File: src/rtl/ffba_pkg.sv
// ----------------------------------------------------------------------------
// ffba_pkg
// Shared types and constants of the first-fit block allocator.
// Arena and granule sizes are assumed to be powers of two.
// ----------------------------------------------------------------------------
package ffba_pkg;

   localparam int DEF_ARENA_BYTES   = 1024;
   localparam int DEF_GRANULE_BYTES = 16;

   localparam int REQ_W    = 10;
   localparam int OFF_W    = 10;
   localparam int STATUS_W = 2;

   localparam int REQ_DATA_W = 24;
   localparam int RSP_DATA_W = 16;

   localparam logic MODE_ALLOC = 1'b0;
   localparam logic MODE_FREE  = 1'b1;

   localparam logic [STATUS_W-1:0] STATUS_OK       = 2'd0;
   localparam logic [STATUS_W-1:0] STATUS_NO_SPACE = 2'd1;
   localparam logic [STATUS_W-1:0] STATUS_BAD_FREE = 2'd2;

   typedef struct packed {
      logic             mode;
      logic [REQ_W-1:0] request_bytes;
      logic [OFF_W-1:0] free_offset;
   } req_type;

   typedef struct packed {
      logic [STATUS_W-1:0] status;
      logic [OFF_W-1:0]    payload_offset;
   } result_type;

endpackage

File: src/rtl/ffba_ram.sv
// ----------------------------------------------------------------------------
// ffba_ram
// Generic single-write, single-read RAM with registered read data.
// ----------------------------------------------------------------------------
module ffba_ram #(
   parameter int WIDTH = 8,
   parameter int DEPTH = 64
) (
   input  logic                     clock,
   input  logic                     wr_en,
   input  logic [$clog2(DEPTH)-1:0] wr_addr,
   input  logic [WIDTH-1:0]         wr_data,
   input  logic [$clog2(DEPTH)-1:0] rd_addr,
   output logic [WIDTH-1:0]         rd_data
);

   logic [WIDTH-1:0] mem [DEPTH];

   always_ff @(posedge clock) begin
      if (wr_en) begin
         mem[wr_addr] <= wr_data;
      end
      rd_data <= mem[rd_addr];
   end

endmodule

File: src/rtl/ffba_engine.sv
// ----------------------------------------------------------------------------
// ffba_engine
// Block list walker: start and in-use maps in flops, block sizes in a RAM
// indexed by header granule. Walks one block per cycle, splits a hit block when the remainder fits.
// ----------------------------------------------------------------------------
module ffba_engine
   import ffba_pkg::*;
#(
   parameter int ARENA_BYTES   = DEF_ARENA_BYTES,
   parameter int GRANULE_BYTES = DEF_GRANULE_BYTES
) (
   input  logic       clock,
   input  logic       reset,
   input  logic       req_valid,
   output logic       req_ready,
   input  req_type    req,
   output logic       res_valid,
   input  logic       res_ready,
   output result_type res
);

   localparam int NUM_G = ARENA_BYTES / GRANULE_BYTES;
   localparam int GW    = $clog2(NUM_G);
   localparam int GS    = $clog2(GRANULE_BYTES);
   localparam int IW    = (GW > OFF_W) ? GW : OFF_W;
   localparam int CW    = IW + 3;

   typedef enum logic [1:0] {IDLE, WALK, SPLIT, RESULT} state_type;

   state_type        state_ff, state_in;
   logic [NUM_G-1:0] start_ff, start_in;
   logic [NUM_G-1:0] used_ff, used_in;
   logic             init_ff, init_in;
   logic [GW:0]      g_ff, g_in;
   logic [CW-1:0]    need_ff, need_in;
   logic [GW-1:0]    ng_ff, ng_in;
   logic [GW-1:0]    rem_ff, rem_in;
   result_type       res_ff, res_in;

   logic             mem_we;
   logic [GW-1:0]    mem_waddr;
   logic [GW-1:0]    mem_wdata;
   logic [GW-1:0]    mem_raddr;
   logic [GW-1:0]    mem_rdata;

   logic [GW-1:0]    g_idx;
   logic [GW-1:0]    size;
   logic [CW-1:0]    size_c;
   logic [CW-1:0]    g_c;
   logic [CW-1:0]    ng_c;
   logic [CW-1:0]    next_g_c;
   logic [CW-1:0]    need_sum;
   logic [CW+GS-1:0] alloc_off;
   logic             in_range;
   logic             fits;
   logic             can_split;
   logic [IW-1:0]    fg;
   logic             free_ok;

   ffba_ram #(
      .WIDTH (GW),
      .DEPTH (NUM_G)
   ) u_size_ram (
      .clock   (clock),
      .wr_en   (mem_we),
      .wr_addr (mem_waddr),
      .wr_data (mem_wdata),
      .rd_addr (mem_raddr),
      .rd_data (mem_rdata)
   );

   assign g_idx = g_ff[GW-1:0];
   // entry zero holds the whole arena until it is first written
   assign size      = (g_ff == '0 && !init_ff) ? GW'(NUM_G - 1) : mem_rdata;
   assign size_c    = CW'(size);
   assign g_c       = CW'(g_ff);
   assign in_range  = g_ff < (GW+1)'(NUM_G);
   assign fits      = size_c >= need_ff;
   assign can_split = size_c >= need_ff + CW'(2);
   assign ng_c      = g_c + CW'(1) + need_ff;
   assign next_g_c  = g_c + CW'(1) + size_c;
   assign alloc_off = {g_c + CW'(1), {GS{1'b0}}};
   assign need_sum  = CW'(req.request_bytes) + CW'(GRANULE_BYTES - 1);

   assign fg      = IW'(req.free_offset >> GS) - IW'(1);
   assign free_ok = (req.free_offset >= OFF_W'(GRANULE_BYTES))
                 && (req.free_offset[GS-1:0] == '0)
                 && (32'(fg) < 32'(NUM_G))
                 && start_ff[fg[GW-1:0]];

   assign req_ready = (state_ff == IDLE);
   assign res_valid = (state_ff == RESULT);
   assign res       = res_ff;

   always_comb begin
      state_in  = state_ff;
      start_in  = start_ff;
      used_in   = used_ff;
      init_in   = init_ff;
      g_in      = g_ff;
      need_in   = need_ff;
      ng_in     = ng_ff;
      rem_in    = rem_ff;
      res_in    = res_ff;
      mem_we    = 1'b0;
      mem_waddr = g_idx;
      mem_wdata = GW'(need_ff);
      mem_raddr = '0;
      case (state_ff)
         IDLE: begin
            if (req_valid) begin
               if (req.mode == MODE_ALLOC) begin
                  g_in     = '0;
                  need_in  = need_sum >> GS;
                  state_in = WALK;
               end else begin
                  res_in.payload_offset = '0;
                  if (free_ok) begin
                     used_in[fg[GW-1:0]] = 1'b0;
                     res_in.status       = STATUS_OK;
                  end else begin
                     res_in.status = STATUS_BAD_FREE;
                  end
                  state_in = RESULT;
               end
            end
         end
         WALK: begin
            if (!in_range || !start_ff[g_idx]) begin
               res_in.status         = STATUS_NO_SPACE;
               res_in.payload_offset = '0;
               state_in              = RESULT;
            end else if (!used_ff[g_idx] && fits) begin
               used_in[g_idx]        = 1'b1;
               res_in.status         = STATUS_OK;
               res_in.payload_offset = alloc_off[OFF_W-1:0];
               state_in              = RESULT;
               if (can_split && ng_c < CW'(NUM_G)) begin
                  // shrink this block now, write the remainder header next cycle
                  start_in[ng_c[GW-1:0]] = 1'b1;
                  used_in[ng_c[GW-1:0]]  = 1'b0;
                  mem_we                 = 1'b1;
                  if (g_idx == '0) begin
                     init_in = 1'b1;
                  end
                  ng_in    = ng_c[GW-1:0];
                  rem_in   = GW'(size_c - need_ff - CW'(1));
                  state_in = SPLIT;
               end
            end else begin
               g_in      = next_g_c[GW:0];
               mem_raddr = next_g_c[GW-1:0];
            end
         end
         SPLIT: begin
            mem_we    = 1'b1;
            mem_waddr = ng_ff;
            mem_wdata = rem_ff;
            state_in  = RESULT;
         end
         RESULT: begin
            if (res_ready) begin
               state_in = IDLE;
            end
         end
         default: begin
            state_in = IDLE;
         end
      endcase
   end

   always_ff @(posedge clock) begin
      g_ff    <= g_in;
      need_ff <= need_in;
      ng_ff   <= ng_in;
      rem_ff  <= rem_in;
      res_ff  <= res_in;
      if (reset) begin
         state_ff <= IDLE;
         start_ff <= NUM_G'(1);
         used_ff  <= '0;
         init_ff  <= 1'b0;
      end else begin
         state_ff <= state_in;
         start_ff <= start_in;
         used_ff  <= used_in;
         init_ff  <= init_in;
      end
   end

endmodule

File: src/rtl/first_fit_block_allocator.sv
// Flow: a free goes from accept to RESULT and then to the output register
//   (rsp_tvalid); an allocate walks blocks in WALK until one is taken or the
//   list ends, and passes through SPLIT when the taken block is split.
// Throughput: one word at a time; walks one block per cycle via the size RAM.
// Reset: synchronous; the arena comes out as one free block, no RAM clearing.
// ----------------------------------------------------------------------------
// first_fit_block_allocator
// First-fit allocator over a granule arena with block split and free by
// payload offset, behind stream request and response channels.
// ----------------------------------------------------------------------------
module first_fit_block_allocator
   import ffba_pkg::*;
#(
   parameter int ARENA_BYTES   = DEF_ARENA_BYTES,
   parameter int GRANULE_BYTES = DEF_GRANULE_BYTES
) (
   input  logic                  clock,
   input  logic                  reset,
   input  logic                  req_tvalid,
   output logic                  req_tready,
   input  logic [REQ_DATA_W-1:0] req_tdata,  // request_bytes, free_offset
   input  logic                  req_tuser,  // mode
   output logic                  rsp_tvalid,
   input  logic                  rsp_tready,
   output logic [RSP_DATA_W-1:0] rsp_tdata,  // payload_offset
   output logic [STATUS_W-1:0]   rsp_tuser   // status
);

   req_type    req;
   logic       res_valid;
   logic       res_ready;
   result_type res;

   logic       rsp_valid_ff, rsp_valid_in;
   result_type rsp_res_ff, rsp_res_in;

   assign req.mode          = req_tuser;
   assign req.request_bytes = req_tdata[REQ_W-1:0];
   assign req.free_offset   = req_tdata[REQ_W+OFF_W-1:REQ_W];

   ffba_engine #(
      .ARENA_BYTES   (ARENA_BYTES),
      .GRANULE_BYTES (GRANULE_BYTES)
   ) u_engine (
      .clock     (clock),
      .reset     (reset),
      .req_valid (req_tvalid),
      .req_ready (req_tready),
      .req       (req),
      .res_valid (res_valid),
      .res_ready (res_ready),
      .res       (res)
   );

   // output word register holds one result so the engine can go on while the consumer stalls
   assign res_ready = !rsp_valid_ff || rsp_tready;

   always_comb begin
      rsp_valid_in = rsp_valid_ff;
      rsp_res_in   = rsp_res_ff;
      if (rsp_tready) begin
         rsp_valid_in = 1'b0;
      end
      if (res_valid && res_ready) begin
         rsp_valid_in = 1'b1;
         rsp_res_in   = res;
      end
   end

   always_ff @(posedge clock) begin
      rsp_res_ff <= rsp_res_in;
      if (reset) begin
         rsp_valid_ff <= 1'b0;
      end else begin
         rsp_valid_ff <= rsp_valid_in;
      end
   end

   assign rsp_tvalid = rsp_valid_ff;
   assign rsp_tdata  = RSP_DATA_W'(rsp_res_ff.payload_offset);
   assign rsp_tuser  = rsp_res_ff.status;

`ifndef ASSERT_OFF
   a_handoff: assert property (@(posedge clock) disable iff (reset)
      res_valid && res_ready |=> rsp_tvalid && rsp_tuser == $past(res.status))
      else $error("engine result not loaded into output register");

   a_busy_after_accept: assert property (@(posedge clock) disable iff (reset)
      req_tvalid && req_tready |=> !req_tready)
      else $error("request accepted while previous word still in work");

   a_fail_offset_zero: assert property (@(posedge clock) disable iff (reset)
      rsp_tvalid && rsp_tuser != STATUS_OK |-> rsp_tdata == '0)
      else $error("failed response carries a nonzero offset");

   a_status_code: assert property (@(posedge clock) disable iff (reset)
      rsp_tvalid |-> (rsp_tuser == STATUS_OK || rsp_tuser == STATUS_NO_SPACE
                      || rsp_tuser == STATUS_BAD_FREE))
      else $error("undefined status code");
`endif

endmodule
File: config.mk
export PLATFORM = sky130hd
export DESIGN_NAME = first_fit_block_allocator
export DESIGN_NICKNAME = d
export VERILOG_FILES = /design/src/rtl/ffba_pkg.sv /design/src/rtl/ffba_ram.sv /design/src/rtl/ffba_engine.sv /design/src/rtl/first_fit_block_allocator.sv
export SDC_FILE = /design/constraint.sdc
export NUM_CORES = 1
export LEC_CHECK = 0
export BUFFER_PORTS_ARGS = -buffer_cell sky130_fd_sc_hd__buf_4
export CAP_MARGIN = 20
export CORE_ASPECT_RATIO = 2
export CORE_MARGIN = 2
export CORE_UTILIZATION = 60
export DETAILED_ROUTE_END_ITERATION = 7
export GPL_TIMING_DRIVEN = 0
export PLACE_DENSITY = 0.77
export RECOVER_POWER = 50
export SLEW_MARGIN = 15
export SYNTH_ARGS = -nofsm -noshare
export SYNTH_HDL_FRONTEND = slang
export SYNTH_HIERARCHICAL = 1
export SYNTH_SLANG_ARGS = --single-unit
export TNS_END_PERCENT = 100
File: constraint.sdc
create_clock -name clock -period 11 [get_ports clock]
set_clock_uncertainty 0.15 [all_clocks]
set_input_delay 2.75 -clock clock [delete_from_list [all_inputs] [get_ports clock]]
set_output_delay 2.75 -clock clock [all_outputs]
set_load 0.05 [all_outputs]
==> run_results.csv <==
group,metric,value,unit
place,io_buffer_count,36,
yosys,yosysMostFrequentCell,"sky130_fd_sc_hd__edfxtp_1",
global_routing,grt.overflow.total,0,
pwr,vdd.ir_drop.worst,0.1699,mV
timing,worst_pin_slew,3532,ps
final_layout,nets,1994,
yosys,synth_largest_type_area_fraction,49.95,%
global_routing,first_global_vias,18400,
yosys,synth.distinct_cells,95,
timing,min_period_over_period,80.00,%
floorplanning,fp.dieW,150.8,um
yosys,number_of_enable_type_register_cells_in_the_synthesized_netlist,430,
yosys,synth_warnings,6,
timing,fin_tns_setup,0,ps
cts,total_cts_buffers,49,
critical_path,worst_path_fanout_max,14,
floorplanning,rows,107,
detailed_routing,via_count,18040,
final_layout,final_area,28530,sq um
yosys,syn_area,25850,sq um
timing,fin_worst_hold_slack,273.7,ps
floorplanning,core-area,42570,sq um
detailed_routing,drt-wirelength-per-cell,33.76,um
yosys,synth_top_cells_by_area,"sky130_fd_sc_hd__edfxtp_1 (50%), sky130_fd_sc_hd__dfxtp_1 (11%), sky130_fd_sc_hd__mux4_2 (9.8%)",
pwr,power_frac_clock,27.0,%
timing,finalSetupViolCount,0,
global_routing,globalRouteTotalUtil,38.43,%
critical_path,worst_path_most_repeated_cell,"sky130_fd_sc_hd__clkbuf_1",
timing,post-route-min-period,8800,ps
critical_path,critical_path.startpoint,"u_engine/g_ff[0]",
critical_path,r2r_start,"u_engine/g_ff[0]",
yosys,synth_area_per_cell,14.27,sq um
critical_path,cp_delay_by_family_top,"simple AND/OR/NAND/NOR gates",
final_layout,final_core_utilization,67.00,%
timing,achievable-frequency,0.1136,GHz
detailed_routing,routed_via_density,7.179,
floorplanning,die_y,297.5,um
floorplanning,floorplan.initialDensity,60.72,%
critical_path,timing.critical_path.arrival,8880,ps
global_routing,grt_max_degree,38,
critical_path,timing.critical_path.required,11080,ps
cts,clk_transition_reported_paths,70,ps
yosys,synth_sequential_area_ratio,60.64,%
critical_path,criticalPathCategory,"flop to flop",
cts,cts_tree,"done",
cts,cts-resized-gates,0,
timing,finalWorstSetupSlack,2200,ps
pwr,switchingPower,2337,uW
detailed_routing,firstDrtPassIters,7,
run,cap_violations,10,
critical_path,critical_path.cell_chain,"clkbuf_1 > clkbuf_1 > inv_1 > ha_1 > nand3_1 > or3_1 > nand2b_1 > ha_1 > inv_1 > o21bai_1 > a211oi_1 > o22ai_1 > a21boi_0 > and3b_1 > clkbuf_1 > nor2b_1 > o21a_1 > nor2b_1 > nand3_1 > nor2_1",
place,placed_standard_cell_area,27230,sq um
timing,grt_setup_unrepaired,"false",
cts,buffer_count_from_post_cts_setup_fixing,0,
critical_path,critical_path.max_stage_delay,1080,ps
pwr,sw_share,36.30,%
hold_path,hp-start,"u_engine/res[8]",
cts,ctsHtreeMaxLevel,2,
yosys,postSynthRegisterBits,568,
timing,hold_violations,0,
final_layout,fraction_of_final_layout_cells_sized_beyond_drive_strength_1,17.29,%
hold_path,worstHoldPathType,"flop to flop",
critical_path,worst_setup_path_end_kind,"flop",
pwr,leakage_power,0.009263,uW
place,dp_hpwl,60470,um
cts,ctsLongestPathBuffers,3,
detailed_routing,wirelength,84840,um
critical_path,worst_path_max_delay_cell,"sky130_fd_sc_hd__nor2b_1",
pwr,p_comb_share,32.3,%
cts,cts.sinks,568,
final_layout,area_growth_synth_to_finish,10.35,%
floorplanning,die_area,44860,sq um
outcome,violations,"design-rule violations, max-capacitance violations, max-slew violations",
critical_path,buf_inv_on_cp,5,
yosys,synth_commonest_cells,"sky130_fd_sc_hd__edfxtp_1 (430), sky130_fd_sc_hd__nor2_1 (158), sky130_fd_sc_hd__dfxtp_1 (138)",
outcome,status,"finished with violations",
timing,relative_max_transition_margin,-138.0,%
detailed_routing,drt_first_iter_violations,1945,
cts,clkLatencyLatePin,600,ps
pwr,p_seq_share,40.7,%
pwr,cellPowerDensity,225.6,nW/um^2
yosys,netlist_instances,1811,
detailed_routing,number_of_nets_with_antenna_violations_after_detailed_routing,0,
floorplanning,io_pins,49,
global_routing,first_pass_grt_wire_length,121800,um
yosys,synthArstFlopShare,0,%
timing,finalMaxSlewViolations,316,
yosys,ys_dominant_reg_cell,"sky130_fd_sc_hd__edfxtp_1",
place,routabilityCongestion,1.055,
detailed_routing,drc,1,
critical_path,worstSetupStartpointType,"flop",
cts,postCtsHoldBufs,0,
place,dp_slack,3843,ps
cts,cts-root-buf,"sky130_fd_sc_hd__clkbuf_16",
global_routing,initial_antenna_violation_count,1,
pwr,internal_power,4100,uW
yosys,yosysTopAreaCell,"sky130_fd_sc_hd__edfxtp_1",
[cells in the final DEF (no fill, tap or decap), types with 11 or more instances in the layout]
cell type                   count
sky130_fd_sc_hd__a21oi_1       90
sky130_fd_sc_hd__a221oi_1      94
sky130_fd_sc_hd__a22o_1        71
sky130_fd_sc_hd__a31oi_1       29
sky130_fd_sc_hd__buf_2         34
sky130_fd_sc_hd__buf_4         43
sky130_fd_sc_hd__buf_6         15
sky130_fd_sc_hd__clkbuf_1      90
sky130_fd_sc_hd__clkbuf_16     49
sky130_fd_sc_hd__dfxtp_1      138
sky130_fd_sc_hd__edfxtp_1     430
sky130_fd_sc_hd__ha_1          33
sky130_fd_sc_hd__inv_1         42
sky130_fd_sc_hd__mux2_2        11
sky130_fd_sc_hd__mux2i_1       26
sky130_fd_sc_hd__mux4_2       112
sky130_fd_sc_hd__nand2_1       66
sky130_fd_sc_hd__nand2b_1      23
sky130_fd_sc_hd__nand3_1       27
sky130_fd_sc_hd__nor2_1       160
sky130_fd_sc_hd__nor2b_1       28
sky130_fd_sc_hd__nor3_1        14
sky130_fd_sc_hd__o21ai_0       17
sky130_fd_sc_hd__o221ai_1      15
sky130_fd_sc_hd__o22ai_1       20
sky130_fd_sc_hd__o2bb2ai_1     27
sky130_fd_sc_hd__xnor2_1       20
[routing by layer]
| layer | global-route usage [%] | routed length [um] | vias to the layer above |
|---|---|---|---|
| li1 | - | - | 7474 |
| met1 | 36.24 | 23910 | 8747 |
| met2 | 64.59 | 42350 | 1261 |
| met3 | 7.883 | 6412 | 556 |
| met4 | 41.03 | 12150 | 2 |
| met5 | 0 | 13 | - |
[worst reg2reg max path, cell delays in order (launching register included)]
cell,delay (ps)
sky130_fd_sc_hd__edfxtp_1,460
sky130_fd_sc_hd__clkbuf_1,750
sky130_fd_sc_hd__clkbuf_1,850
sky130_fd_sc_hd__inv_1,380
sky130_fd_sc_hd__ha_1,320
sky130_fd_sc_hd__nand3_1,80
sky130_fd_sc_hd__or3_1,240
sky130_fd_sc_hd__nand2b_1,240
sky130_fd_sc_hd__ha_1,390
sky130_fd_sc_hd__inv_1,40
sky130_fd_sc_hd__o21bai_1,150
sky130_fd_sc_hd__a211oi_1,100
sky130_fd_sc_hd__o22ai_1,240
sky130_fd_sc_hd__a21boi_0,400
sky130_fd_sc_hd__and3b_1,210
sky130_fd_sc_hd__clkbuf_1,270
sky130_fd_sc_hd__nor2b_1,1080
sky130_fd_sc_hd__o21a_1,370
sky130_fd_sc_hd__nor2b_1,340
sky130_fd_sc_hd__nand3_1,620
sky130_fd_sc_hd__nor2_1,750
[stage by stage]
step           instances  total power [uW]
3_5_place_dp        2418              4713
5_1_grt             2512              6614
6_report            2513              6436
3_3_place_gp        2400              4638
4_1_cts             2507              6440
2_1_floorplan       1819              3912
[final cells by class]
cell class	count	area, sq um
sequential	568	15680
timing repair buffer	59	356.6
multi-input combinational	1081	9326
clock inverter	32	332.8
buffer	127	733.2
fill	2955	14050
clock buffer	57	1256
inverter	43	161.4
antenna	1	2.502
tap	545	681.9
[sequential cells by signal, indices dropped and copies added (netlist names), 6 cells and up]
register,cells
u_engine/rem_ff,6
rsp_tdata,10
u_engine/u_size_ram/mem,384
u_engine/need_ff,7
u_engine/used_ff,64
u_engine/res,8
u_engine/start_ff,64
u_engine/ng_ff,6
u_engine/u_size_ram/rd_data,6
u_engine/g_ff,7
[power by group through the flow]
stage | Sequential [uW] | Clock, uW | Combinational (uW)
detailed placement | 2640 | 0 | 2070
CTS | 2600 | 1760 | 2080
finish | 2620 | 1740 | 2080
floorplan | 2690 | 0 | 1230
global placement | 2710 | 0 | 1930
global route | 2620 | 1830 | 2160
[final timing paths]
check,endpoint,slack (ps),cells past startpoint
worst min register to register,rsp_tdata[8],270,0
worst max-delay path,u_engine/u_size_ram/mem[62][3],2200,20
worst max register to register,u_engine/u_size_ram/mem[62][3],2200,20
worst min-delay path,rsp_tdata[8],270,0
[logic make-up after synthesis]
| group | after synthesis | share of synthesized area, % |
|---|---|---|
| XOR/XNOR | 27 | 0.9438 |
| adder cells (fa/ha/maj) | 36 | 1.830 |
| buffers and inverters | 170 | 3.538 |
| other | 2 | 0.02905 |
| multiplexers | 156 | 11.95 |
| flip-flops | 568 | 60.64 |
| AND/OR/NAND/NOR | 397 | 7.599 |
| AO/OA/AOI/OAI | 455 | 13.47 |
No activity file was read; power rests on OpenSTA's default activity.
